$ cat config.mk
export PLATFORM = sky130hd
export DESIGN_NAME = fha_ctrl
export DESIGN_NICKNAME = d
export VERILOG_FILES = /design/src/hw/rtl/assert_macros.svh /design/src/hw/rtl/fha_pkg.sv /design/src/hw/rtl/fha_ctrl.sv
export SDC_FILE = /design/constraint.sdc
export NUM_CORES = 1
export LEC_CHECK = 0
export BUFFER_PORTS_ARGS = -buffer_cell sky130_fd_sc_hd__buf_2
export CORE_AREA = 3 3 40 42
export CTS_CLUSTER_SIZE = 20
export DETAILED_ROUTE_END_ITERATION = 7
export DIE_AREA = 0 0 43 45
export PLACE_DENSITY = 0.71
export SYNTH_ARGS = -nofsm -noshare
export SYNTH_HDL_FRONTEND = slang
export SYNTH_SLANG_ARGS = --single-unit
export TNS_END_PERCENT = 5
$ cat constraint.sdc
create_clock -name clk -period 1.85 [get_ports clk]
set_clock_uncertainty 0.1 [all_clocks]
set_input_delay 0.185 -clock clk [delete_from_list [all_inputs] [get_ports clk]]
set_output_delay 0.185 -clock clk [all_outputs]
set_load 0.02 [all_outputs]
$ cat src/hw/rtl/assert_macros.svh
// Assertion macros shared by the RTL. The synthesis view expands them to nothing.
`ifndef ASSERT_MACROS_SVH
`define ASSERT_MACROS_SVH

`ifndef SYNTHESIS

`define ASSERT_ALWAYS(label, clk, rst_n, prop, msg) \
    label: assert property (@(posedge clk) disable iff (!rst_n) (prop)) else $error(msg);

`define ASSERT_NEXT(label, clk, rst_n, ante, cons, msg) \
    label: assert property (@(posedge clk) disable iff (!rst_n) (ante) |=> (cons)) \
        else $error(msg);

`else

`define ASSERT_ALWAYS(label, clk, rst_n, prop, msg)

`define ASSERT_NEXT(label, clk, rst_n, ante, cons, msg)

`endif

`endif

$ cat src/hw/rtl/fha_pkg.sv
package fha_pkg;

    localparam int ARENA_BYTES  = 2048;
    localparam int HEADER_BYTES = 16;

    localparam int FIELD_W  = 11;
    localparam int STATUS_W = 2;
    localparam int ADDR_W   = $clog2(ARENA_BYTES);
    localparam int LINK_W   = ADDR_W + 1;
    localparam int SIZE_W   = ADDR_W;
    localparam int NEED_W   = FIELD_W + 1;
    localparam int CALC_W   = ((LINK_W > NEED_W) ? LINK_W : NEED_W) + 1;
    localparam int CNT_W    = $clog2(2 * ARENA_BYTES) + 1;

    localparam logic [LINK_W-1:0] LINK_NULL  = LINK_W'(ARENA_BYTES);
    localparam logic [SIZE_W-1:0] SIZE_RESET = SIZE_W'(ARENA_BYTES - HEADER_BYTES);

    localparam logic OP_ALLOC = 1'b0;
    localparam logic OP_FREE  = 1'b1;

    localparam logic [STATUS_W-1:0] STATUS_DONE   = 2'd0;
    localparam logic [STATUS_W-1:0] STATUS_NOMEM  = 2'd1;
    localparam logic [STATUS_W-1:0] STATUS_BADBLK = 2'd2;

    typedef enum logic [3:0] {
        S_IDLE,
        S_FBAD,
        S_AWALK,
        S_AEVAL,
        S_AW1,
        S_AW2,
        S_AW3,
        S_FWALK,
        S_FEVAL,
        S_FHEAD,
        S_MSTART,
        S_MLOAD,
        S_MCHK,
        S_MEVAL,
        S_RESULT
    } state_t;

    typedef enum logic [4:0] {
        CMD_NONE,
        CMD_LOAD,
        CMD_RD_CUR,
        CMD_ADV,
        CMD_A_FAIL,
        CMD_A_TAKE,
        CMD_A_W1,
        CMD_A_W2,
        CMD_A_W3,
        CMD_F_BAD,
        CMD_F_LINK,
        CMD_F_HEAD,
        CMD_M_START,
        CMD_M_LOAD,
        CMD_M_RDNX,
        CMD_M_STEP,
        CMD_OUT_LOAD
    } cmd_t;

    typedef struct packed {
        logic in_free;
        logic free_bad;
        logic cur_null;
        logic walk_limit;
        logic fit;
        logic fwalk_go;
        logic head_null;
        logic merge_done;
    } dp_status_t;

    function automatic logic [LINK_W-1:0] norm_link(input logic [LINK_W-1:0] v);
        return (v >= LINK_NULL) ? LINK_NULL : v;
    endfunction

endpackage

$ cat src/hw/rtl/fha_ctrl.sv
module fha_ctrl (
    input  logic                clk,
    input  logic                rst_n,
    input  logic                in_valid,
    output logic                in_ready,
    output logic                out_valid,
    input  logic                out_ready,
    input  fha_pkg::dp_status_t st,
    output fha_pkg::cmd_t       cmd
);

    fha_pkg::state_t state_reg, state_next;
    logic            out_valid_reg, out_valid_next;

    always_ff @(posedge clk or negedge rst_n)
    begin
        if (!rst_n)
        begin
            state_reg     <= fha_pkg::S_IDLE;
            out_valid_reg <= 1'b0;
        end
        else
        begin
            state_reg     <= state_next;
            out_valid_reg <= out_valid_next;
        end
    end

    always_comb
    begin
        state_next     = state_reg;
        cmd            = fha_pkg::CMD_NONE;
        in_ready       = 1'b0;
        out_valid_next = out_valid_reg && !out_ready;

        case (state_reg)
            fha_pkg::S_IDLE:
            begin
                in_ready = 1'b1;
                if (in_valid)
                begin
                    cmd = fha_pkg::CMD_LOAD;
                    if (!st.in_free)
                    begin
                        state_next = fha_pkg::S_AWALK;
                    end
                    else if (st.free_bad)
                    begin
                        state_next = fha_pkg::S_FBAD;
                    end
                    else
                    begin
                        state_next = fha_pkg::S_FWALK;
                    end
                end
            end
            fha_pkg::S_FBAD:
            begin
                cmd        = fha_pkg::CMD_F_BAD;
                state_next = fha_pkg::S_RESULT;
            end
            fha_pkg::S_AWALK:
            begin
                if (st.cur_null || st.walk_limit)
                begin
                    cmd        = fha_pkg::CMD_A_FAIL;
                    state_next = fha_pkg::S_RESULT;
                end
                else
                begin
                    cmd        = fha_pkg::CMD_RD_CUR;
                    state_next = fha_pkg::S_AEVAL;
                end
            end
            fha_pkg::S_AEVAL:
            begin
                if (st.fit)
                begin
                    cmd        = fha_pkg::CMD_A_TAKE;
                    state_next = fha_pkg::S_AW1;
                end
                else
                begin
                    cmd        = fha_pkg::CMD_ADV;
                    state_next = fha_pkg::S_AWALK;
                end
            end
            fha_pkg::S_AW1:
            begin
                cmd        = fha_pkg::CMD_A_W1;
                state_next = fha_pkg::S_AW2;
            end
            fha_pkg::S_AW2:
            begin
                cmd        = fha_pkg::CMD_A_W2;
                state_next = fha_pkg::S_AW3;
            end
            fha_pkg::S_AW3:
            begin
                cmd        = fha_pkg::CMD_A_W3;
                state_next = fha_pkg::S_RESULT;
            end
            fha_pkg::S_FWALK:
            begin
                if (st.fwalk_go)
                begin
                    cmd        = fha_pkg::CMD_RD_CUR;
                    state_next = fha_pkg::S_FEVAL;
                end
                else
                begin
                    cmd        = fha_pkg::CMD_F_LINK;
                    state_next = fha_pkg::S_FHEAD;
                end
            end
            fha_pkg::S_FEVAL:
            begin
                cmd        = fha_pkg::CMD_ADV;
                state_next = fha_pkg::S_FWALK;
            end
            fha_pkg::S_FHEAD:
            begin
                cmd        = fha_pkg::CMD_F_HEAD;
                state_next = fha_pkg::S_MSTART;
            end
            fha_pkg::S_MSTART:
            begin
                if (st.head_null)
                begin
                    state_next = fha_pkg::S_RESULT;
                end
                else
                begin
                    cmd        = fha_pkg::CMD_M_START;
                    state_next = fha_pkg::S_MLOAD;
                end
            end
            fha_pkg::S_MLOAD:
            begin
                cmd        = fha_pkg::CMD_M_LOAD;
                state_next = fha_pkg::S_MCHK;
            end
            fha_pkg::S_MCHK:
            begin
                if (st.merge_done)
                begin
                    state_next = fha_pkg::S_RESULT;
                end
                else
                begin
                    cmd        = fha_pkg::CMD_M_RDNX;
                    state_next = fha_pkg::S_MEVAL;
                end
            end
            fha_pkg::S_MEVAL:
            begin
                cmd        = fha_pkg::CMD_M_STEP;
                state_next = fha_pkg::S_MCHK;
            end
            fha_pkg::S_RESULT:
            begin
                // The result waits here only while the output register is full and not being taken.
                if (!out_valid_reg || out_ready)
                begin
                    cmd            = fha_pkg::CMD_OUT_LOAD;
                    out_valid_next = 1'b1;
                    state_next     = fha_pkg::S_IDLE;
                end
            end
            default:
            begin
                state_next = fha_pkg::S_IDLE;
            end
        endcase
    end

    assign out_valid = out_valid_reg;

endmodule

==> impl_results.md <==
* Status: complete, no violations
* Seq cells post-synth at 5
* Routed Antenna Nets at 0
* Top-level I/O count at 19
* Clk root buf: clkbuf_4
* CP max stage cell: dfrtp_2
* Endpoints failing setup at 0
* # diodes at 0
* Flop pwr share at 25.0%
* Final number of max-transition violations at 0
* Comb power frac at 66.3%
* Flip-flop count of the largest register after layout at 4
* Die width at 43 um
* Fin. Hold Viols at 0
* Layout cells sized above 1 at 33.0%
* GPL Wtd Cong at 0.833
* Clock Tree Buf Depth at 2
* Pwr per Cell Area at 1930 mW/mm^2
* Critical path's top delay family: flip-flops
* Hold path startpoint: st[2]
* Distinct cells, synth at 35
* First-pass GRT wire length at 2440 um
* Initial core utilization at 46.3%
* Fill count at 134
* CP Cell Sequence: nor4b_1 > o21ai_0 > o221ai_1 > buf_2
* Pint at 674 uW
* Area Growth Syn to Fin at 22.5%
* FF/Latch Area at 130 sq um
* Sequential element share of the synthesized area at 21.0%
* Final WL at 1570 um
* Clk pwr share at 8.7%
* GR Overflow Total at 0
* Share of the synthesized area in the top cell type at 21.0%
* Routed vias/inst at 5.90
* Vias at 696
* H-Tree Depth at 1
* Clk slew on worst S/H paths at 40 ps
* Fin crit share at 98.6%
* Fmax achieved at 0.548 GHz
* GRT Overall Usage at 16.3%
* Pre-CTS WS at 117 ps
* Input/output buffers at 18
* Syn nets at 95
* CP Max Fanout at 20
* Max-Cap Viols at 0
* Reg-to-reg slack, setup at 230 ps
* FFs w/ async S/R, synth at 100%
* Die H at 45 um
* Total negative setup slack at 0 ps
* NetSw at 734 uW
* Core footprint at 0.00128 sq mm
* Rows at 13
* R2R Path End: state_reg[2]
* Final core occ at 56.8%
* Synth Warn # at 0
* Sink Count at 5
* Worst Path Arrival at 1540 ps
* R2R cell count at 4
* Post-synth EDFFs at 0
* Mapped Cells at 83
* Worst Hold Depth at 3
* Yosys top cell by area: dfrtp_1
* Hpwl dp at 1130 um
* Mapped Area at 596 sq um
* Slew HR at 75.8%
* Vias in the first global route at 584
* HP Class: primary input to flip-flop
* Worst path max stage delay at 540 ps
* CP Buf/Inv Count at 1
* Sw Share at 52.2%
* Drt wl/cell at 13.3 um
* TritonCTS clock tree: yes
* RSZ-0062 raised after global routing: false
* Final setup margin at 25.5 ps
* Ys flop type: dfrtp_1
* Die ar. at 0.00194 sq mm
* Num CTS Buffers at 3
* Clk Latency, worst-skew pair at 240 ps
* CP endpoint kind: primary output
* Starting DRC count in detailed routing at 14
* Multi-input logic area at 409 sq um
* Initial antenna violation count at 0
* DRT Pass-1 Iters at 4
* Reg-to-Reg Start: state_reg[3]
* Top cells by area, synth: dfrtp_1, nor2_1, a21oi_1, nand2_1, o221ai_1
* Syn Area/Cell at 7.18 sq um
* Post-CTS Setup Bufs at 0
* DRC at 0
* Worst Setup Start Kind: flip-flop
* Worst Hold End: state_reg[0]
* Lkg Pwr at 0.000339 uW
* Largest net degree at the start of global routing at 21
* Slew @ Worst Pin at 363 ps
* Peak VDD IR at 0.992 mV
* Kind of critical path: flip-flop to primary output
* Required time worst endpoint at 1560 ps
* Nets at 116
* Final worst path period need at 1820 ps
[worst max-delay path by stage]
stage	endpoint	slack, ps	cells past startpoint	start
floorplan	state_reg[2]	40	4	state_reg[2]
global placement	state_reg[2]	170	4	state_reg[3]
detailed placement	state_reg[2]	120	4	state_reg[3]
CTS	cmd[3]	20	5	state_reg[3]
global route	cmd[1]	9	4	state_reg[3]
finish	cmd[1]	30	4	state_reg[3]
[cell usage in the layout (no fill, tap or decap), types with 2 or more instances in the layout]
cell type   n
nand2_1     7
o21ai_0     5
nor2b_1     3
o21ai_1     2
nor2_1     12
buf_2      18
dfrtp_2     4
buf_4       4
o221ai_1    3
a21oi_1     8
clkbuf_4    3
inv_1       4
nand2b_1    4
[power groups by stage]
stage          Sequential (uW)  Combinational (uW)  Clock, uW
6_report                   352                 933        123
5_1_grt                    364                1020        137
4_1_cts                    341                 929        128
3_5_place_dp               338                 922          0
3_3_place_gp               330                 915          0
2_1_floorplan              219                 828          0
[cells in the mapped netlist, types with 2 or more instances]
| library cell | instances |
|---|---|
| dfrtp_1 | 5 |
| o21ai_1 | 2 |
| nand2_1 | 7 |
| a21oi_1 | 8 |
| o221ai_1 | 3 |
| nand2b_1 | 4 |
| nor2b_1 | 4 |
| buf_2 | 3 |
| o21ai_0 | 5 |
| buf_4 | 3 |
| inv_1 | 4 |
| nor2_1 | 12 |
[cells by family (layout without fill, tap and decap cells)]
group / count (synthesis) / in the layout / synth area share, %
DFF: 5 / 5 / 21.0
AOI/OAI and AO/OA: 28 / 28 / 31.1
muxes: 1 / 1 / 1.68
and+or+nand+nor: 38 / 38 / 35.5
buffers and inverters: 11 / 31 / 10.7
[final cells by class]
| cell class | instances | share of cell area (%) |
|---|---|---|
| multi-input combinational | 67 | 56.1 |
| timing repair buffer | 23 | 17.8 |
| sequential | 5 | 17.8 |
| inverter | 4 | 2.06 |
| clock buffer | 4 | 3.60 |
| tap | 15 | 2.57 |
[layer usage]
metal / GRT usage [%] / vias up / routed length [um] / part of all wire (%)
met2: 27.8 / 17 / 746 / 48
li1: - / 348 / - / -
met4: 3.61 / 0 / 0 / 0
met5: 0 / - / 0 / 0
met3: 3.59 / 0 / 89 / 5.7
met1: 21.2 / 331 / 732 / 47
[timing repair]
action / 4_1_cts / 5_1_grt
hold buffers: 1 / 0
endpoints found under the setup margin: 4 / 3
resized for setup: 2 / 3
gates cloned: 0 / 0
endpoints found under the hold margin: 5 / 0
[worst min-delay path, delay by kind of cell]
family,cells,cell delay [ps]
buffers and inverters,1,80
and+or+nand+nor,1,110
AOI/OAI and AO/OA,1,90
[per-stage QoR]
stage / std cells / total power, uW / instance area [sq um] / hold slack [ps]
CTS: 118 / 1400 / 724 / 161
detailed placement: 113 / 1260 / 686 / -97.7
finish: 118 / 1410 / 729 / 166
floorplan: 83 / 1050 / 596 / -211
global route: 118 / 1520 / 729 / 168
global placement: 113 / 1250 / 686 / -99.2
(Power assumes the default switching activity.)
